==> config.mk <==
export PLATFORM = sky130hd
export DESIGN_NAME = mfmu_queue
export DESIGN_NICKNAME = d
export VERILOG_FILES = /design/src/mfmu_pkg.sv /design/src/mfmu_queue.sv
export SDC_FILE = /design/constraint.sdc
export NUM_CORES = 1
export LEC_CHECK = 0
export BUFFER_PORTS_ARGS = -buffer_cell sky130_fd_sc_hd__buf_2
export CAP_MARGIN = 40
export CORE_MARGIN = 5
export CORE_UTILIZATION = 56
export DETAILED_ROUTE_END_ITERATION = 8
export MAX_ROUTING_LAYER = met4
export PLACE_DENSITY = 0.95
export SYNTH_ARGS = -nofsm -noshare
export SYNTH_HDL_FRONTEND = slang
export SYNTH_SLANG_ARGS = --single-unit
export TNS_END_PERCENT = 50
==> constraint.sdc <==
create_clock -name i_clk -period 10.2 [get_ports i_clk]
set_clock_uncertainty 0.05 [all_clocks]
set_input_delay 3.06 -clock i_clk [delete_from_list [all_inputs] [get_ports i_clk]]
set_output_delay 3.06 -clock i_clk [all_outputs]
set_load 0.03 [all_outputs]
==> src/mfmu_pkg.sv <==
package mfmu_pkg;

    // grid geometry
    localparam int MAX_WIDTH  = 64;
    localparam int MAX_HEIGHT = 64;

    // field widths
    localparam int COORD_W = 6;
    localparam int SIZE_W  = 7;
    localparam int CNT_W   = 13;
    localparam int NEW_W   = 3;

    // map stores: cells, edges between rows, edges between columns
    localparam int CELL_DEPTH = MAX_WIDTH * MAX_HEIGHT;
    localparam int YE_DEPTH   = (MAX_HEIGHT + 1) * MAX_WIDTH;
    localparam int XE_DEPTH   = MAX_HEIGHT * (MAX_WIDTH + 1);
    localparam int CELL_AW    = $clog2(CELL_DEPTH);
    localparam int YE_AW      = $clog2(YE_DEPTH);
    localparam int XE_AW      = $clog2(XE_DEPTH);

    // clearing pass covers the largest store
    localparam int CLR_LEN_YX = (YE_DEPTH > XE_DEPTH) ? YE_DEPTH : XE_DEPTH;
    localparam int CLR_LEN    = (CLR_LEN_YX > CELL_DEPTH) ? CLR_LEN_YX : CELL_DEPTH;
    localparam int CLR_AW     = $clog2(CLR_LEN);

    localparam logic [CNT_W-1:0] COUNT_MAX = '1;

    // command queue between front and back
    localparam int QUEUE_DEPTH = 2;
    localparam int QUEUE_AW    = $clog2(QUEUE_DEPTH);

    // neighbour / wall positions around a cell
    localparam logic [1:0] NBR_N = 2'd0;
    localparam logic [1:0] NBR_S = 2'd1;
    localparam logic [1:0] NBR_L = 2'd2;
    localparam logic [1:0] NBR_H = 2'd3;

    // configuration register indexes
    localparam logic REG_WIDTH  = 1'b0;
    localparam logic REG_HEIGHT = 1'b1;

    // input operation codes
    localparam logic [1:0] OP_SCAN  = 2'd0;
    localparam logic [1:0] OP_PLACE = 2'd1;
    localparam logic [1:0] OP_READ  = 2'd2;

    typedef enum logic [1:0] {
        ST_UNSEEN   = 2'd0,
        ST_EXPLORED = 2'd1,
        ST_FRONTIER = 2'd2
    } t_status;

    typedef enum logic [1:0] {
        KIND_SCAN,
        KIND_PLACE,
        KIND_READ,
        KIND_ERROR
    } t_kind;

    typedef enum logic [2:0] {
        BE_CLEAR,
        BE_IDLE,
        BE_CELL,
        BE_NBR,
        BE_FINISH
    } t_be_state;

    // classified command handed from front to back
    typedef struct packed {
        t_kind                kind;
        logic [COORD_W-1:0]   x;
        logic [COORD_W-1:0]   y;
        logic [3:0]           walls;
        logic [3:0]           nbr_ok;
        logic [CELL_AW-1:0]   cell_addr;
        logic [YE_AW-1:0]     ye_n;
        logic [YE_AW-1:0]     ye_s;
        logic [XE_AW-1:0]     xe_l;
        logic [XE_AW-1:0]     xe_h;
    } t_cmd;

    // one result transaction
    typedef struct packed {
        logic                 coord_err;
        logic                 changed;
        logic [CNT_W-1:0]     total;
        logic [NEW_W-1:0]     promoted;
        logic [3:0]           edges;
        t_status              status;
    } t_result;

endpackage

==> src/mfmu_queue.sv <==
module mfmu_queue
    import mfmu_pkg::*;
(
    input  logic    i_clk,
    input  logic    i_rst_n,
    input  logic    i_push,
    input  t_cmd    i_data,
    output logic    o_ready,
    output logic    o_valid,
    output t_cmd    o_data,
    input  logic    i_pop
);

    t_cmd                r_slot [QUEUE_DEPTH];
    logic [QUEUE_AW-1:0] r_wr;
    logic [QUEUE_AW-1:0] r_rd;
    logic [QUEUE_AW:0]   r_fill;

    assign o_ready = (r_fill != (QUEUE_AW+1)'(QUEUE_DEPTH));
    assign o_valid = (r_fill != '0);
    assign o_data  = r_slot[r_rd];

    // pointers and fill level
    always_ff @(posedge i_clk) begin
        if (!i_rst_n) begin
            r_wr   <= '0;
            r_rd   <= '0;
            r_fill <= '0;
        end else begin
            if (i_push) begin
                r_wr <= (r_wr == QUEUE_AW'(QUEUE_DEPTH - 1)) ? '0 : r_wr + QUEUE_AW'(1);
            end
            if (i_pop) begin
                r_rd <= (r_rd == QUEUE_AW'(QUEUE_DEPTH - 1)) ? '0 : r_rd + QUEUE_AW'(1);
            end
            if (i_push && !i_pop) begin
                r_fill <= r_fill + (QUEUE_AW+1)'(1);
            end else if (i_pop && !i_push) begin
                r_fill <= r_fill - (QUEUE_AW+1)'(1);
            end
        end
    end

    // payload slots
    always_ff @(posedge i_clk) begin
        if (i_push) begin
            r_slot[r_wr] <= i_data;
        end
    end

endmodule

* Word level (Yosys, flattened, before mapping) *
Memories as Yosys holds them, arrays and structs flattened. A register that Yosys moved wholly into a read port is not among the register bits.
Cells that the tools add are included.

word-level totals
  register bits after elaboration = 4
  latch bits = 0
  bits in writable memories = 172
  bits in read-only memories = 0
  bits of input ports = 90
  output and inout port bits = 88
  logic and storage cells = 23
  memories = 1

cells by class
  add/subtract/negate cells = 4
  multipliers = 0
  divide/modulo/power cells = 0
  order comparisons = 0
  equality and inequality tests = 1
  shifts and indexed selects = 0
  multiplexer cells = 8
  bitwise gates (word level) = 0
  reduce and logical (&&, ||, !) cells = 6

memory list
  memory  depth  width  rd ports  clocked after Yosys merged registers in  wr ports  RTL line          RTL
  r_slot  2      86     1         1                                        1         mfmu_queue.sv:14  t_cmd r_slot [QUEUE_DEPTH];

operators by type and width
  kind                                              count
  two-way mux 1 bit                                 6
  two-way mux 2 bit                                 2
  nonzero test 2 bit                                2
  adder 1 bit, second input constant                2
  adder 2 x 1 -> 2 bit, second input constant       1
  logical AND 1 bit                                 2
  zero test 1 bit                                   2
  != test 2 bit, second input constant              1
  subtractor 2 x 1 -> 2 bit, second input constant  1

* Logic depth before layout (Yosys ltp) *
Gate-level depths: netlist of run 1.

  depth after elaboration = 4
  mapped depth = 5
  depth with buffers taken out = 5

* Worst setup path after synthesis of run 1 *
No wires, ideal clock.

  path kind = input to register
  from = in i_push
  to = mem r_slot[0][0] (netlist name), enable pin
  setup time = 0.542 ns
  arrival time = 6.845 ns
  required time = 9.608 ns
  slack = 2.763 ns
  stages on the path = 1
  buffers on the path = 0
  cells stage by stage = nor2b_1

on the way
  longest elaborated chain between the ends = 2

ends and longest elaborated chain
  what                                     RTL line          RTL
  start: declaration                       mfmu_queue.sv:6   input logic i_push,
  two-way mux 1 bit                        mfmu_queue.sv:46  if (i_push) begin
  two-way mux 1 bit (not written as such)  mfmu_queue.sv:47  r_slot[r_wr] <= i_data;
  end: declaration                         mfmu_queue.sv:14

No other way between the ends.

==> impl_metrics.yaml, run 1 <==
sta:
  final_hold_viol_count: 0
  finalSetupViolCount: 0
  slew_headroom_pct: 48.83
  finalCritPeriodShare_pct: 54.99
  rsz0062_at_grt: "no"
  worstMarginPinSlew_ps: 767.5
  max_freq_mhz: 178.3
  fin_crit_ps: 5609
  fin_setup_tns_ps: 0
  drv_slew: 0
synthesis:
  yosys.area_share.simple_pct: 0.8494
  synth_fa_ha_area_share_pct: 0.1888
  seq_area_frac_synth_pct: 79.43
  synth_top_cell_area_share_pct: 77.92
  postSynthCellCount: 290
  avgSynthCellArea_sq_um: 22.86
  synth_top_family_by_area: "multiplexers"
  yosys.area.top_type: "edfxtp_1"
  synth-xor-area-share_pct: 0.3964
  netlist_top_cells_area: "edfxtp_1, mux2_4, mux2_2"
  syn_nets: 381
  synthMuxAreaShare_pct: 16.87
  netlist_area_sq_um: 6629
  yosysWarnings: 0
  synth_compound_area_share_pct: 0.3020
  synth.distinct_cells: 20
  synth_seq_cells: 177
layout:
  syn_to_final_growth_pct: 25.10
  nets: 571
  final_cells: 638
  final_cell_mix: "buf_2, edfxtp_1, mux2_2"
  final_util_pct: 72.01
  drive_above_1_share_pct: 61.26
  final_common_cell: "buf_2"
floorplan:
  dieArea_sq_um: 14110
  die_w_um: 118.8
  die_y_um: 118.8
  fp-row-count: 39
  initial_core_util_pct: 57.56
  num_io_pins: 178
  core_sq_um: 11520
cts:
  cts_htree_levels: 4
  cts.sinks: 177
  post_cts_resized: 0
  numCtsBuffers: 17
  cts_buffer_depth: 2
  cts_tree: "built"
  post_cts_buffers: 0
  holdBufCountCts: 0
  cts-root-buf: "clkbuf_16"
  insertion_delay_ps: 420
  clk_pin_slew_ps: 60
power_and_ir_drop:
  powerDensity_nw_per_um2: 213.3
  peakVddDrop_mv: 0.1561
  p_leak_nw: 3.227
  power_w: 0.001769
worst_setup_path:
  cp_slowest_cell: "dfxtp_4"
  r2r_start: "r_wr"
  max_stage_delay_ps: 730
  path_cells: "buf_4 -> mux2_2 -> buf_2"
  startpoint_type: "flip-flop"
  worstSetupPathType: "reg2out"
  crit_path_end_kind: "primary output"
  r2r-end: "r_slot[0][71]"
  arrival_ps: 2500
  cp_data_required_time_ps: 7090
  cpLargestDelayFamily: "buffers and inverters"
  ff2ff_path_depth: 2
  ff2ff_setup_slack_ps: 8230
  path_max_fanout: 45
  path_buf_inv: 2
min_path:
  whs_path_depth: 2
  min_from: "r_fill[1]"
  whs_endpoint: "r_fill[1]"
  hp-class: "reg2reg"
grt:
  grt_pass1_vias: 3678
  grt_pass1_wl_um: 18810
  grt_max_degree: 51
  grt_antenna_before_repair: 2
  track_usage_pct: 18.12
  grt_overflow: 0
placement:
  place.gp.congestion: 0.7178
  dpl.hpwl_um: 8152
  dp.cells: 604
  place.port_buffers: 177
route:
  drc: 0
  drt-total-wl_um: 12110
  vias_per_cell: 5.190
  drt-initial-drc-count: 143
  vias: 3311
  post_drt_wl_per_cell_um: 18.99
  drtAntennaViolNets: 0
  first_pass_iters: 4
run:
  drv_cap: 0
status:
  status: "complete, no violations"
-- state kept, by name, indices dropped and copies added (netlist names), named ones only --
signal and cells:
r_fill 2, r_rd 1, r_slot 172, r_wr 1
-- kinds of logic (layout without fill, tap and decap cells) --
logic type | count (synthesis) | after routing
xor gates and xnor gates | 3 | 3
AOI/OAI and AO/OA | 3 | 3
and+or+nand+nor | 9 | 9
other | 0 | 2
DFF | 177 | 177
muxes | 86 | 86
adders and majority gates | 1 | 1
buffers and inverters | 11 | 214
-- cells in the mapped netlist, drive strengths merged --
library cell / count
inv: 1
xor2: 2
or2: 1
ha: 1
a21boi: 1
nand2b: 1
xnor2: 1
buf: 10
or3: 1
o21ai: 1
nor2b: 2
mux2: 86
dfxtp: 5
and2: 4
o21a: 1
edfxtp: 172
-- worst max path at each step --
stage / start / end / slack [ps] / cells past startpoint
2_1_floorplan: i_push / r_slot[0][0] / 2760 / 1
3_3_place_gp: i_push / r_slot[0][46] / 5000 / 3
3_5_place_dp: flip-flop / o_data[71] / 5010 / 3
4_1_cts: flip-flop / o_data[71] / 4550 / 3
5_1_grt: flip-flop / o_data[71] / 4460 / 3
6_report: flip-flop / o_data[71] / 4590 / 3
-- area by class of cell --
class	count	area, sq um
antenna	2	5.005
timing repair buffer	181	955.9
clock inverter	12	180.2
clock buffer	20	456.7
sequential	177	5269
fill	662	3223
multi-input combinational	102	1244
inverter	1	3.754
tap	143	178.9
-- layer usage --
layer | part of all wire, % | GRT usage [%] | vias to the layer above
met4 | 1.2 | 6.807 | 0
met5 | 0 | - | -
met3 | 7.3 | 6.208 | 15
met2 | 52 | 29.77 | 140
met1 | 40 | 20.69 | 1619
li1 | - | - | 1537
-- worst min-delay path, cell delays in order (launching register included) --
cell and delay [ps]:
dfxtp_1 330, o21ai_0 80, a21boi_1 70
-- through the flow --
step	instance area (sq um)	setup slack, ps	hold WS, ps
floorplan	6629	2763	415.5
global placement	7596	5004	426.1
detailed placement	7651	5009	463.9
CTS	8288	4545	483.5
global route	8293	4463	505.6
finish	8293	4591	481.5
-- where the power goes --
group / total [W] / internal (W) / switching (W)
combinational: 0.000226 / 0.0000890 / 0.000137
sequential: 0.000857 / 0.000840 / 0.0000169
clock: 0.000685 / 0.000424 / 0.000261
Power figures use the tool's default switching activity.
==> run 2, diff against run 1 <==
--- a/config.mk
+++ b/config.mk
@@ -8,10 +8,10 @@
 export BUFFER_PORTS_ARGS = -buffer_cell sky130_fd_sc_hd__buf_2
 export CAP_MARGIN = 40
 export CORE_MARGIN = 5
-export CORE_UTILIZATION = 56
+export CORE_UTILIZATION = 47
 export DETAILED_ROUTE_END_ITERATION = 8
 export MAX_ROUTING_LAYER = met4
-export PLACE_DENSITY = 0.95
+export PLACE_DENSITY = 0.87
 export SYNTH_ARGS = -nofsm -noshare
 export SYNTH_HDL_FRONTEND = slang
 export SYNTH_SLANG_ARGS = --single-unit
==> constraint.sdc (replaced) <==
create_clock -name i_clk -period 5 [get_ports i_clk]
set_clock_uncertainty 0.05 [all_clocks]
set_input_delay 1.5 -clock i_clk [delete_from_list [all_inputs] [get_ports i_clk]]
set_output_delay 1.5 -clock i_clk [all_outputs]
set_load 0.03 [all_outputs]
==> run 2 against run 1 <==
Effect of this change: core utilization shrank 12 points; combinational power increased by 100%; global-route usage is 3.0 points lower; worst hold slack worse by 16 ps; sequential share of layout area rose by 0.16 points; non-clock buffer count down 1; die area grew 17%; via count is 1.6% lower; total power rose by 96%; clock power grew 85%; count of clock-buffer cells in the layout down 3; sequential cell count unchanged; largest power group unchanged.
==> impl_metrics.yaml, run 2 (same netlist as run 1, synthesis figures left out) <==
sta:
  finalSetupViolCount: 0
  hold_slack_ps: 465.7
  max_freq_mhz: 269.9
  slew_headroom_pct: 47.07
  rsz0062_at_grt: "no"
  fin_crit_ps: 3704
  finalCritPeriodShare_pct: 74.09
  worstMarginPinSlew_ps: 792.2
  final_hold_viol_count: 0
  fin_ws_ps: 1296
  drv_slew: 0
  fin_setup_tns_ps: 0
grt:
  track_usage_pct: 15.09
  grt_antenna_before_repair: 1
  grt_overflow: 0
  grt_pass1_wl_um: 18070
  grt_max_degree: 63
  grt_pass1_vias: 3567
status:
  status: "complete, no violations"
placement:
  place.port_buffers: 177
  place.gp.congestion: 0.7204
  dpl.hpwl_um: 8044
  dp.cells: 640
  pre_cts_ws_ps: 1708
min_path:
  whs_endpoint: "r_fill[1]"
  min_from: "r_fill[1]"
  hp-class: "reg2reg"
  whs_path_depth: 2
layout:
  multi_input_area_sq_um: 1244
  seq_area_sq_um: 5269
  final_cells: 673
  final_cell_mix: "buf_2, edfxtp_1, mux2_2"
  drive_above_1_share_pct: 61.38
  nets: 570
  reg_top3: "r_slot: 172 flops, r_fill: 2 flops"
  fill_cells: 1031
  syn_to_final_growth_pct: 24.78
  final_common_cell: "buf_2"
  largest_register_ff_count: 172
  top_register: "r_slot"
worst_setup_path:
  path_buf_inv: 2
  max_stage_delay_ps: 770
  arrival_ps: 2150
  ff2ff_path_depth: 2
  ff2ff_setup_slack_ps: 3190
  r2r_start: "r_wr"
  worstSetupPathType: "reg2out"
  cp_data_required_time_ps: 3450
  r2r-end: "r_slot[0][43]"
  cpLargestDelayFamily: "flip-flops"
  path_cells: "buf_12 -> mux2_2 -> buf_2"
  crit_path_end_kind: "primary output"
  startpoint_type: "flip-flop"
  path_max_fanout: 44
  cp_slowest_cell: "dfxtp_4"
floorplan:
  core_sq_um: 13880
  fp-row-count: 43
  die_w_um: 128.8
  die_y_um: 128.8
  num_io_pins: 178
  initial_core_util_pct: 47.76
  dieArea_sq_um: 16580
route:
  vias: 3258
  post_drt_wl_per_cell_um: 17.64
  drc: 0
  drt-total-wl_um: 11870
  first_pass_iters: 4
  drtAntennaViolNets: 0
  vias_per_cell: 4.841
  drt-initial-drc-count: 133
cts:
  post_cts_buffers: 0
  post_cts_resized: 0
  clk_pin_slew_ps: 70
  cts_htree_levels: 4
  insertion_delay_ps: 420
  holdBufCountCts: 0
  cts_buffer_depth: 2
  cts_tree: "built"
  cts.sinks: 177
  cts-root-buf: "clkbuf_16"
  numCtsBuffers: 17
power_and_ir_drop:
  powerDensity_nw_per_um2: 419.6
  power_w: 0.003471
  peakVddDrop_mv: 0.2524
  p_leak_nw: 3.181
run:
  drv_cap: 0
==> run 2: how the worst max path moves through the flow <==
stage | startpoint | slack (ps) | cells after the start | to
final | flip-flop | 1300 | 3 | o_data[71]
after global routing | flip-flop | 1180 | 3 | o_data[71]
after CTS | flip-flop | 1230 | 3 | o_data[71]
after detailed placement | flip-flop | 1710 | 3 | o_data[71]
after global placement | flip-flop | 1750 | 3 | o_data[71]
after floorplan | i_push | 750 | 1 | r_slot[0][0]
==> run 2: per-stage QoR <==
stage | util [%] | instance area (sq um)
2_1_floorplan | - | 6631
3_3_place_gp | 55.24 | 7667
3_5_place_dp | 55.44 | 7695
4_1_cts | 59.57 | 8269
5_1_grt | 59.59 | 8272
6_report | 59.59 | 8272
==> run 2: where the power goes <==
| part | leakage (nW) | switching, W | total (W) | internal [W] |
|---|---|---|---|---|
| Sequential | 1.66 | 0.0000348 | 0.00175 | 0.00171 |
| Clock | 0.266 | 0.000567 | 0.00127 | 0.000699 |
| Combinational | 1.26 | 0.000276 | 0.000457 | 0.000181 |
==> run 2: per-layer routing <==
metal  vias to the layer above  share of wire, %  global-route usage [%]
li1                       1532                 -                       -
met1                      1582                38                   16.21
met2                       129                52                   25.91
met3                        15               8.0                   5.604
met4                         0               1.2                   4.818
met5                         -                 0                       -
==> run 2: layout make-up <==
type                            count  area share [%]
Antenna cell                        1         0.03025
Clock buffer                       17           5.143
Clock inverter                     15           1.800
Inverter                            1         0.04538
Multi-Input combinational cell    102           15.04
Sequential cell                   177           63.70
Tap cell                          180           2.723
Timing Repair Buffer              180           11.53
==> run 2: worst reg2reg max path, stage by stage (launching register included) <==
cell and delay, ps:
dfxtp_1 340, nor2b_4 630, buf_12 390
