--- src/mfmu_pkg.sv ---
package mfmu_pkg;

    // grid geometry
    localparam int MAX_WIDTH  = 64;
    localparam int MAX_HEIGHT = 64;

    // field widths
    localparam int COORD_W = 6;
    localparam int SIZE_W  = 7;
    localparam int CNT_W   = 13;
    localparam int NEW_W   = 3;

    // map stores: cells, edges between rows, edges between columns
    localparam int CELL_DEPTH = MAX_WIDTH * MAX_HEIGHT;
    localparam int YE_DEPTH   = (MAX_HEIGHT + 1) * MAX_WIDTH;
    localparam int XE_DEPTH   = MAX_HEIGHT * (MAX_WIDTH + 1);
    localparam int CELL_AW    = $clog2(CELL_DEPTH);
    localparam int YE_AW      = $clog2(YE_DEPTH);
    localparam int XE_AW      = $clog2(XE_DEPTH);

    // clearing pass covers the largest store
    localparam int CLR_LEN_YX = (YE_DEPTH > XE_DEPTH) ? YE_DEPTH : XE_DEPTH;
    localparam int CLR_LEN    = (CLR_LEN_YX > CELL_DEPTH) ? CLR_LEN_YX : CELL_DEPTH;
    localparam int CLR_AW     = $clog2(CLR_LEN);

    localparam logic [CNT_W-1:0] COUNT_MAX = '1;

    // command queue between front and back
    localparam int QUEUE_DEPTH = 2;
    localparam int QUEUE_AW    = $clog2(QUEUE_DEPTH);

    // neighbour / wall positions around a cell
    localparam logic [1:0] NBR_N = 2'd0;
    localparam logic [1:0] NBR_S = 2'd1;
    localparam logic [1:0] NBR_L = 2'd2;
    localparam logic [1:0] NBR_H = 2'd3;

    // configuration register indexes
    localparam logic REG_WIDTH  = 1'b0;
    localparam logic REG_HEIGHT = 1'b1;

    // input operation codes
    localparam logic [1:0] OP_SCAN  = 2'd0;
    localparam logic [1:0] OP_PLACE = 2'd1;
    localparam logic [1:0] OP_READ  = 2'd2;

    typedef enum logic [1:0] {
        ST_UNSEEN   = 2'd0,
        ST_EXPLORED = 2'd1,
        ST_FRONTIER = 2'd2
    } t_status;

    typedef enum logic [1:0] {
        KIND_SCAN,
        KIND_PLACE,
        KIND_READ,
        KIND_ERROR
    } t_kind;

    typedef enum logic [2:0] {
        BE_CLEAR,
        BE_IDLE,
        BE_CELL,
        BE_NBR,
        BE_FINISH
    } t_be_state;

    // classified command handed from front to back
    typedef struct packed {
        t_kind                kind;
        logic [COORD_W-1:0]   x;
        logic [COORD_W-1:0]   y;
        logic [3:0]           walls;
        logic [3:0]           nbr_ok;
        logic [CELL_AW-1:0]   cell_addr;
        logic [YE_AW-1:0]     ye_n;
        logic [YE_AW-1:0]     ye_s;
        logic [XE_AW-1:0]     xe_l;
        logic [XE_AW-1:0]     xe_h;
    } t_cmd;

    // one result transaction
    typedef struct packed {
        logic                 coord_err;
        logic                 changed;
        logic [CNT_W-1:0]     total;
        logic [NEW_W-1:0]     promoted;
        logic [3:0]           edges;
        t_status              status;
    } t_result;

endpackage

--- src/mfmu_front.sv ---
module mfmu_front
    import mfmu_pkg::*;
(
    input  logic                 i_clk,
    input  logic                 i_rst_n,
    input  logic                 i_valid,
    output logic                 o_ready,
    input  logic [1:0]           i_op,
    input  logic [15:0]          i_data,     // x, y, wall n, wall s, wall low x, wall high x
    input  logic [SIZE_W-1:0]    i_width,
    input  logic [SIZE_W-1:0]    i_height,
    input  logic                 i_blocked,
    input  logic                 i_q_ready,
    output logic                 o_push,
    output t_cmd                 o_cmd
);

    logic [SIZE_W-1:0]  w_eff;
    logic [SIZE_W-1:0]  h_eff;
    logic [COORD_W-1:0] x;
    logic [COORD_W-1:0] y;
    logic [SIZE_W-1:0]  x_ext;
    logic [SIZE_W-1:0]  y_ext;
    logic               in_range;
    logic               r_seen_any;

    // size registers above the grid are taken as the grid size
    assign w_eff = (i_width  > SIZE_W'(MAX_WIDTH))  ? SIZE_W'(MAX_WIDTH)  : i_width;
    assign h_eff = (i_height > SIZE_W'(MAX_HEIGHT)) ? SIZE_W'(MAX_HEIGHT) : i_height;

    assign x     = i_data[COORD_W-1:0];
    assign y     = i_data[2*COORD_W-1:COORD_W];
    assign x_ext = SIZE_W'(x);
    assign y_ext = SIZE_W'(y);

    assign in_range = (x_ext < w_eff) && (y_ext < h_eff);

    // accept only while the queue has room and the map is not being cleared
    assign o_ready = i_q_ready && !i_blocked;
    assign o_push  = i_valid && o_ready;

    // classification and address generation
    always_comb begin
        o_cmd        = '0;
        o_cmd.x      = x;
        o_cmd.y      = y;
        o_cmd.walls  = i_data[2*COORD_W +: 4];
        o_cmd.nbr_ok[NBR_N] = (y != '0);
        o_cmd.nbr_ok[NBR_S] = (y_ext + SIZE_W'(1)) < h_eff;
        o_cmd.nbr_ok[NBR_L] = (x != '0);
        o_cmd.nbr_ok[NBR_H] = (x_ext + SIZE_W'(1)) < w_eff;
        o_cmd.cell_addr = CELL_AW'(y) * CELL_AW'(MAX_WIDTH) + CELL_AW'(x);
        o_cmd.ye_n   = YE_AW'(y) * YE_AW'(MAX_WIDTH) + YE_AW'(x);
        o_cmd.ye_s   = (YE_AW'(y) + YE_AW'(1)) * YE_AW'(MAX_WIDTH) + YE_AW'(x);
        o_cmd.xe_l   = XE_AW'(y) * XE_AW'(MAX_WIDTH + 1) + XE_AW'(x);
        o_cmd.xe_h   = XE_AW'(y) * XE_AW'(MAX_WIDTH + 1) + XE_AW'(x) + XE_AW'(1);
        if (!in_range) begin
            o_cmd.kind = KIND_ERROR;
        end else begin
            unique case (i_op)
                OP_SCAN:  o_cmd.kind = KIND_SCAN;
                OP_PLACE: o_cmd.kind = KIND_PLACE;
                OP_READ:  o_cmd.kind = KIND_READ;
                default:  o_cmd.kind = KIND_READ;
            endcase
        end
    end

    // sticky flag: at least one transaction taken since reset
    always_ff @(posedge i_clk) begin
        if (!i_rst_n) begin
            r_seen_any <= 1'b0;
        end else if (o_push) begin
            r_seen_any <= 1'b1;
        end
    end

`ifndef SYNTHESIS
    a_no_push_blocked: assert property (@(posedge i_clk) disable iff (!i_rst_n)
        i_blocked |-> !o_push)
        else $error("front took a transaction while the map was clearing");

    a_push_needs_room: assert property (@(posedge i_clk) disable iff (!i_rst_n)
        o_push |-> i_q_ready)
        else $error("front pushed into a full queue");

    a_seen_sticky: assert property (@(posedge i_clk) disable iff (!i_rst_n)
        $past(r_seen_any) |-> r_seen_any)
        else $error("transaction flag dropped without reset");
`endif

endmodule

--- config.mk ---
export PLATFORM = sky130hd
export DESIGN_NAME = mfmu_front
export DESIGN_NICKNAME = d
export VERILOG_FILES = /design/src/mfmu_pkg.sv /design/src/mfmu_front.sv
export SDC_FILE = /design/constraint.sdc
export NUM_CORES = 1
export LEC_CHECK = 0
export ABC_AREA = 1
export BUFFER_PORTS_ARGS = -buffer_cell sky130_fd_sc_hd__buf_2
export CAP_MARGIN = 20
export CORE_MARGIN = 2
export CORE_UTILIZATION = 25
export DETAILED_ROUTE_END_ITERATION = 16
export PLACE_DENSITY_LB_ADDON = 0.3
export SYNTH_ARGS = -nofsm -noshare
export SYNTH_HDL_FRONTEND = slang
export SYNTH_SLANG_ARGS = --single-unit
--- constraint.sdc ---
create_clock -name vclk -period 3.9
set_input_delay 0.78 -clock vclk [all_inputs]
set_output_delay 0.78 -clock vclk [all_outputs]
set_load 0.03 [all_outputs]
-- After elaboration in Yosys (flattened, before gate mapping)
Index checks and enable logic that the tools add are counted.
- register bits: 0
- input port bits: 37
- word-level logic and storage cells: 27
- add/sub/neg operators: 8
- $mul: 1
- $lt $le $gt $ge: 6
- eq/ne operators: 1
- multiplexer cells: 4
- reductions and logical operators: 7
- operators by type and width (kind ; count):
    adder 13 x 6 -> 13 bit ; 2
    adder 6 x 1 -> 7 bit (second input constant) ; 3
    > comparator 7 bit (second input constant) ; 2
    less-than comparator 6 x 7 -> 1 bit ; 2
    less-than comparator 7 bit ; 2
    2-to-1 mux 7 bit ; 2
    adder 12 x 6 -> 13 bit ; 1
    adder 13 x 1 -> 13 bit (second input constant) ; 1
    multiplier 6 x 7 -> 13 bit (second input constant) ; 1
    adder 12 x 6 -> 12 bit ; 1
    nonzero test 6 bit ; 2
    case mux 2 bit (2 select lines) ; 1
    logical AND 1 bit ; 3
    equality test 2 x 1 -> 1 bit (second input constant) ; 1
    zero test 2 bit ; 1
    2-to-1 mux 2 bit ; 1
    zero test 1 bit ; 1

-- Depth between registers and ports, before layout
Gate-level depths: netlist (run 1).
- depth in word-level cells: 5
- gate-level depth with buffers: 15
- depth with buffers taken out: 15

-- Worst setup path before layout (run 1)
OpenSTA, ideal clock, no wires.
- path type: input to output
- start: input port i_width[2]
- end: output port o_cmd[67] (netlist bit)
- arrival time: 3320 ps
- slack: -200 ps
- stages: 8
- buffers on the path: 0
- path through: nor4_1 -> nand2_1 -> nand2_1 -> nand2_1 -> ha_1 -> a21oi_1 -> nor2_1 -> a2111oi_0
- RTL lines (element ; line ; text):
    start, declared ; mfmu_front.sv:10 ; input logic [SIZE_W-1:0] i_width,
    end, declared ; mfmu_front.sv:15 ; output t_cmd o_cmd

==> reports/metrics.cfg, run 1 <==
[critical_path]
crit_start=i_data[1]
slowest_delay_ns=0.61
cp-endpoint=o_cmd[9]
cpMaxStageDelayCell=fa_2
cp_max_fo=3
path_cells=buf_2 -> ha_1 -> ha_2 -> fa_2 -> nand3_2 -> nor2_2 -> nand3_2 -> nor2_2 -> nand2_2 -> o21ai_1 -> nand2_1 -> inv_1 -> buf_2
crit_path_start_kind=input pin
crit_required_ns=3.12
path_class=in -> out
end_kind=output port
critPathArrivalTime_ns=2.97

[detailed_routing]
highest-signal-layer=met4
remaining_drc_errors=0
drt_pass1_iterations=4
drt-initial-drc-count=47
antenna_left=0
wl_um=5420
vias=2184
avgViaCountPerCell=4.32
met1_length_um=2450
wl_met2_um=2600
wl_per_cell_um=10.7
met3_length_um=307

[pwr]
intPower_w=0.000159
switchingPower_w=0.000351
p_clk_share_pct=0
p_per_area_mw_per_mm2=203
p_leak_nw=1.47
ir_drop_v=0.0000752
sequentialPowerShare_pct=0
comb_power_share_pct=100.0
swShare_pct=68.8

[floorplanning]
dieWidth_um=94.4
die_area_mm2=0.00891
io_pins=125
num_rows=32
start_util_pct=26.2
die_h_um=94.4
coreArea_mm2=0.00781

[final_layout]
regArea_um2=0
utilization_pct=32.2
drive_above_1_share_pct=39.4
final_common_cell=buf_2
diodes=0
clkbuf_count=0
seq_cells=0
syn_to_final_growth_pct=23.0
nNetsFinal=483
mostFrequentLayoutCells=buf_2 (112), nand2_1 (82), inv_1 (38), ha_1 (38), nand3_1 (23)
design_area_mm2=0.00251

[placement]
port_buffers=114
place_ws_ns=0.0169
dp_hpwl_um=4920
dpl_cell_area_mm2=0.00248
gp_congestion=0.843

[yosys]
synth_cells=327
seq_area_frac_synth_pct=0
netlist_area_mm2=0.00204
synth_cell_types=28
synth.avg_cell_area_um2=6.25
yosys_warnings=0
syn_nets=404

[global_routing]
grt_pass1_wl_um=8660
grt_start_max_net_pins=11
first_global_vias=1950
grt_overflow=0
antenna_found_initial=0
track_usage_pct=11.6

[run]
max-cap-violations=0

[sta]
hold_violations=0
period_share_pct=96.1
fmax_mhz=267
fin_tns_setup_ns=0
setup_viol=0
whs_ns=1.56
worst_slack_ns=0.154
drv_slew=0
layout_min_cycle_time_ns=3.75

[clock_tree]
post_cts_buffers=0
cts-resized-gates=0
ctsHoldBuffers=0

[outcome]
status=finished clean

[hold_path]
worstHoldPathType=in -> out

## worst max-delay path: cells and delay by family
kind / cells / cell delay, ns
buffers and inverters: 3 / 0.33
and+or+nand+nor: 6 / 0.60
AOI/OAI and AO/OA: 1 / 0.15
adders and majority gates: 3 / 1.10
## cell type report
type / count / area [um^2]
fillers: 883 / 5300
inverters: 42 / 158
multi-input cells: 237 / 1570
well taps: 102 / 128
repair buffers: 125 / 662
## kinds of logic (layout without fill, tap and decap cells)
group	count (synthesis)	count (layout)	synth area share [%]
buffers and inverters	90	167	25.5
and+or+nand+nor	158	158	36.4
adders and majority gates	40	40	24.9
other	1	1	0.184
AOI/OAI and AO/OA	23	23	6.61
xor gates and xnor gates	15	15	6.43
## how the worst min path moves through the flow
stage                    start        end  slack, ns  cells after the start
CTS                 i_data[13]  o_cmd[69]       1.56                      0
detailed placement  i_data[13]  o_cmd[69]       1.56                      0
global route        i_data[12]  o_cmd[68]       1.56                      0
floorplan            i_blocked    o_ready       1.67                      1
global placement    i_data[13]  o_cmd[69]       1.56                      0
finish              i_data[15]  o_cmd[71]       1.56                      0
## stage by stage
| step | power (W) | instances |
|---|---|---|
| finish | 0.000510 | 506 |
| global route | 0.000563 | 506 |
| CTS | 0.000509 | 506 |
| detailed placement | 0.000507 | 506 |
| global placement | 0.000501 | 506 |
| floorplan | 0.000399 | 327 |
## cells in the mapped netlist (2+ instances only)
library cell   n  area share (%)
inv_1         38             7.0
nand2_1       82              15
nor3_1         3            0.73
o21ai_0        4            0.98
nand2_4        3             1.7
nand3_2        5             2.4
nor4_1         2            0.61
buf_4         47              17
a21oi_2        3             1.3
nand2_2        8             2.4
nor2_2         3            0.92
ha_1          39              24
nor3b_1        2            0.73
nand4_1        5             1.5
xor2_1        15             6.4
inv_2          3            0.55
nor2_1        19             3.5
nand3_1       24             5.9
a21oi_1       13             3.2
## power by group through the flow
stage / registers, W / logic (W) / clock network, W
3_3_place_gp: 0 / 0.000501 / 0
5_1_grt: 0 / 0.000563 / 0
4_1_cts: 0 / 0.000509 / 0
2_1_floorplan: 0 / 0.000399 / 0
3_5_place_dp: 0 / 0.000507 / 0
6_report: 0 / 0.000510 / 0
## per-layer routing
| layer | vias to the layer above | GRT usage (%) |
|---|---|---|
| li1 | 1160 | - |
| met1 | 953 | 15.5 |
| met2 | 67 | 21.0 |
| met3 | 4 | 1.12 |
| met4 | 0 | 1.09 |
| met5 | - | 0 |
Note: power is estimated with default switching activity, not from simulation.
==> run 2, diff against run 1 <==
--- a/config.mk
+++ b/config.mk
@@ -6,11 +6,10 @@
 export NUM_CORES = 1
 export LEC_CHECK = 0
 export ABC_AREA = 1
-export BUFFER_PORTS_ARGS = -buffer_cell sky130_fd_sc_hd__buf_2
-export CAP_MARGIN = 20
 export CORE_MARGIN = 2
 export CORE_UTILIZATION = 25
 export DETAILED_ROUTE_END_ITERATION = 16
+export DONT_BUFFER_PORTS = 1
 export PLACE_DENSITY_LB_ADDON = 0.3
 export SYNTH_ARGS = -nofsm -noshare
 export SYNTH_HDL_FRONTEND = slang
==> run 2 against run 1 <==
First-iteration DRC count rose by 6.4%; non-clock buffer count fell by 101; global-route usage fell by 0.78 points; critical endpoint is now o_cmd[11]; largest power group unchanged; clock-buffer cell count did not move; cell count fell by 20%; sequential cell count did not move.
==> reports/metrics.cfg, run 2 (synthesis gave the netlist of run 1 again) <==
[outcome]
status=finished clean

[sta]
setup_viol=0  ; unchanged
relSlewSlack_pct=36.6
fmax_mhz=267  ; +0.19%
period_share_pct=95.9  ; -0.18 points
drv_slew=0  ; unchanged
worst_slack_ns=0.161  ; +0.00720 ns
rsz0062_at_grt=false
layout_min_cycle_time_ns=3.74  ; -0.00719 ns
fin_tns_setup_ns=0  ; unchanged
hold_violations=0  ; unchanged
tightest_slew_ns=0.949

[pwr]
sequentialPowerShare_pct=0  ; unchanged
p_per_area_mw_per_mm2=198  ; -2.5%
comb_power_share_pct=100.0  ; about the same
swShare_pct=66.8  ; -2.0 points
ir_drop_v=0.0000603  ; -20%
p_leak_nw=1.09  ; -26%
intPower_w=0.000133  ; -16%
p_clk_share_pct=0  ; unchanged
switchingPower_w=0.000267  ; -24%

[final_layout]
clkbuf_count=0  ; unchanged
nFillCells=911  ; +3.2%
syn_to_final_growth_pct=-1.10
drive_above_1_share_pct=17.5  ; -22 points
diodes=0  ; unchanged
multi_input_area_mm2=0.00154  ; -1.4%
final_common_cell=nand2_1
seq_cells=0  ; unchanged
mostFrequentLayoutCells=nand2_1 (82), ha_1 (39), inv_1 (38), nand3_1 (24), buf_4 (23)
nNetsFinal=382  ; -21%
regArea_um2=0  ; unchanged

[floorplanning]
die_h_um=94.4  ; unchanged
die_area_mm2=0.00891  ; unchanged
num_rows=32  ; unchanged
start_util_pct=26.2  ; unchanged
coreArea_mm2=0.00781  ; unchanged
io_pins=125  ; unchanged
dieWidth_um=94.4  ; unchanged

[global_routing]
first_global_vias=1674  ; -14%
track_usage_pct=10.8  ; -0.78 points
grt_pass1_wl_um=8000  ; -7.6%
grt_overflow=0  ; unchanged
grt_start_max_net_pins=12  ; +1
antenna_found_initial=0  ; unchanged

[detailed_routing]
remaining_drc_errors=0  ; unchanged
avgViaCountPerCell=4.42  ; +2.4%
drt-initial-drc-count=50  ; +6.4%
vias=1790  ; -18%
drt_pass1_iterations=4  ; unchanged
antenna_left=0  ; unchanged
wl_um=4850  ; -11%
wl_per_cell_um=12.0  ; +12%

[critical_path]
path_class=in -> out
crit_required_ns=3.12  ; about the same
critPathArrivalTime_ns=2.96  ; about the same
cp_max_fo=9  ; +6
end_kind=output port
crit_path_start_kind=input pin

[placement]
gp_congestion=0.802  ; -4.8%
dp_hpwl_um=4330  ; -12%
port_buffers=0  ; -100%
place_ws_ns=0.122  ; +0.105 ns

[hold_path]
worstHoldPathType=in -> out

[run]
max-cap-violations=0  ; unchanged

[clock_tree]
cts-resized-gates=0  ; unchanged
post_cts_buffers=0  ; unchanged
ctsHoldBuffers=0  ; unchanged

[run 2: cell count changes in the layout (fill, tap and decap cells not counted), sizes merged]
| cell | change |
|---|---|
| buf | -100 |
| clkbuf | -1 |
[run 2: area by class of cell]
| cell class | instances | share of cell area [%] |
|---|---|---|
| Multi-Input combinational cell | 237 | 76.3 |
| Timing Repair Buffer | 24 | 9.54 |
| Inverter | 42 | 7.80 |
| Tap cell | 102 | 6.32 |
[run 2: worst paths after layout]
| kind | cells past startpoint | slack (ns) | endpoint | from |
|---|---|---|---|---|
| max | 13 | 0.16 | o_cmd[11] | i_data[1] |
| min | 0 | 1.56 | o_cmd[71] | i_data[15] |
[run 2: stage by stage]
stage / instances / hold WS (ns) / utilization, % / cell area, um^2 / total power [W]
after floorplan: 327 / 1.67 / - / 2060 / 0.000399
after global placement: 405 / 1.56 / 25.9 / 2020 / 0.000399
after detailed placement: 405 / 1.56 / 25.9 / 2020 / 0.000404
after CTS: 405 / 1.56 / 25.9 / 2020 / 0.000405
after global routing: 405 / 1.56 / 25.9 / 2020 / 0.000442
final: 405 / 1.56 / 25.9 / 2020 / 0.000400
[run 2: power groups by stage]
stage               Sequential (W)  Clock, W  Combinational, W
CTS                              0         0          0.000405
global placement                 0         0          0.000399
detailed placement               0         0          0.000404
floorplan                        0         0          0.000399
global route                     0         0          0.000442
finish                           0         0          0.000400
[run 2: metal layers]
layer,track usage (%),wire length (um)
met1,14.1,2220
met2,19.6,2250
met3,1.92,350
met4,0.483,26
met5,0,0
[run 2: critical path, cell delays in order]
cell	delay, ns
ha_1	0.28
ha_1	0.25
fa_1	0.53
nand3_1	0.13
nor2_2	0.16
nand3_2	0.11
nor2_1	0.12
nand2_2	0.10
nor2_4	0.13
nand2_1	0.05
nand2_1	0.05
nand2_1	0.04
inv_1	0.21
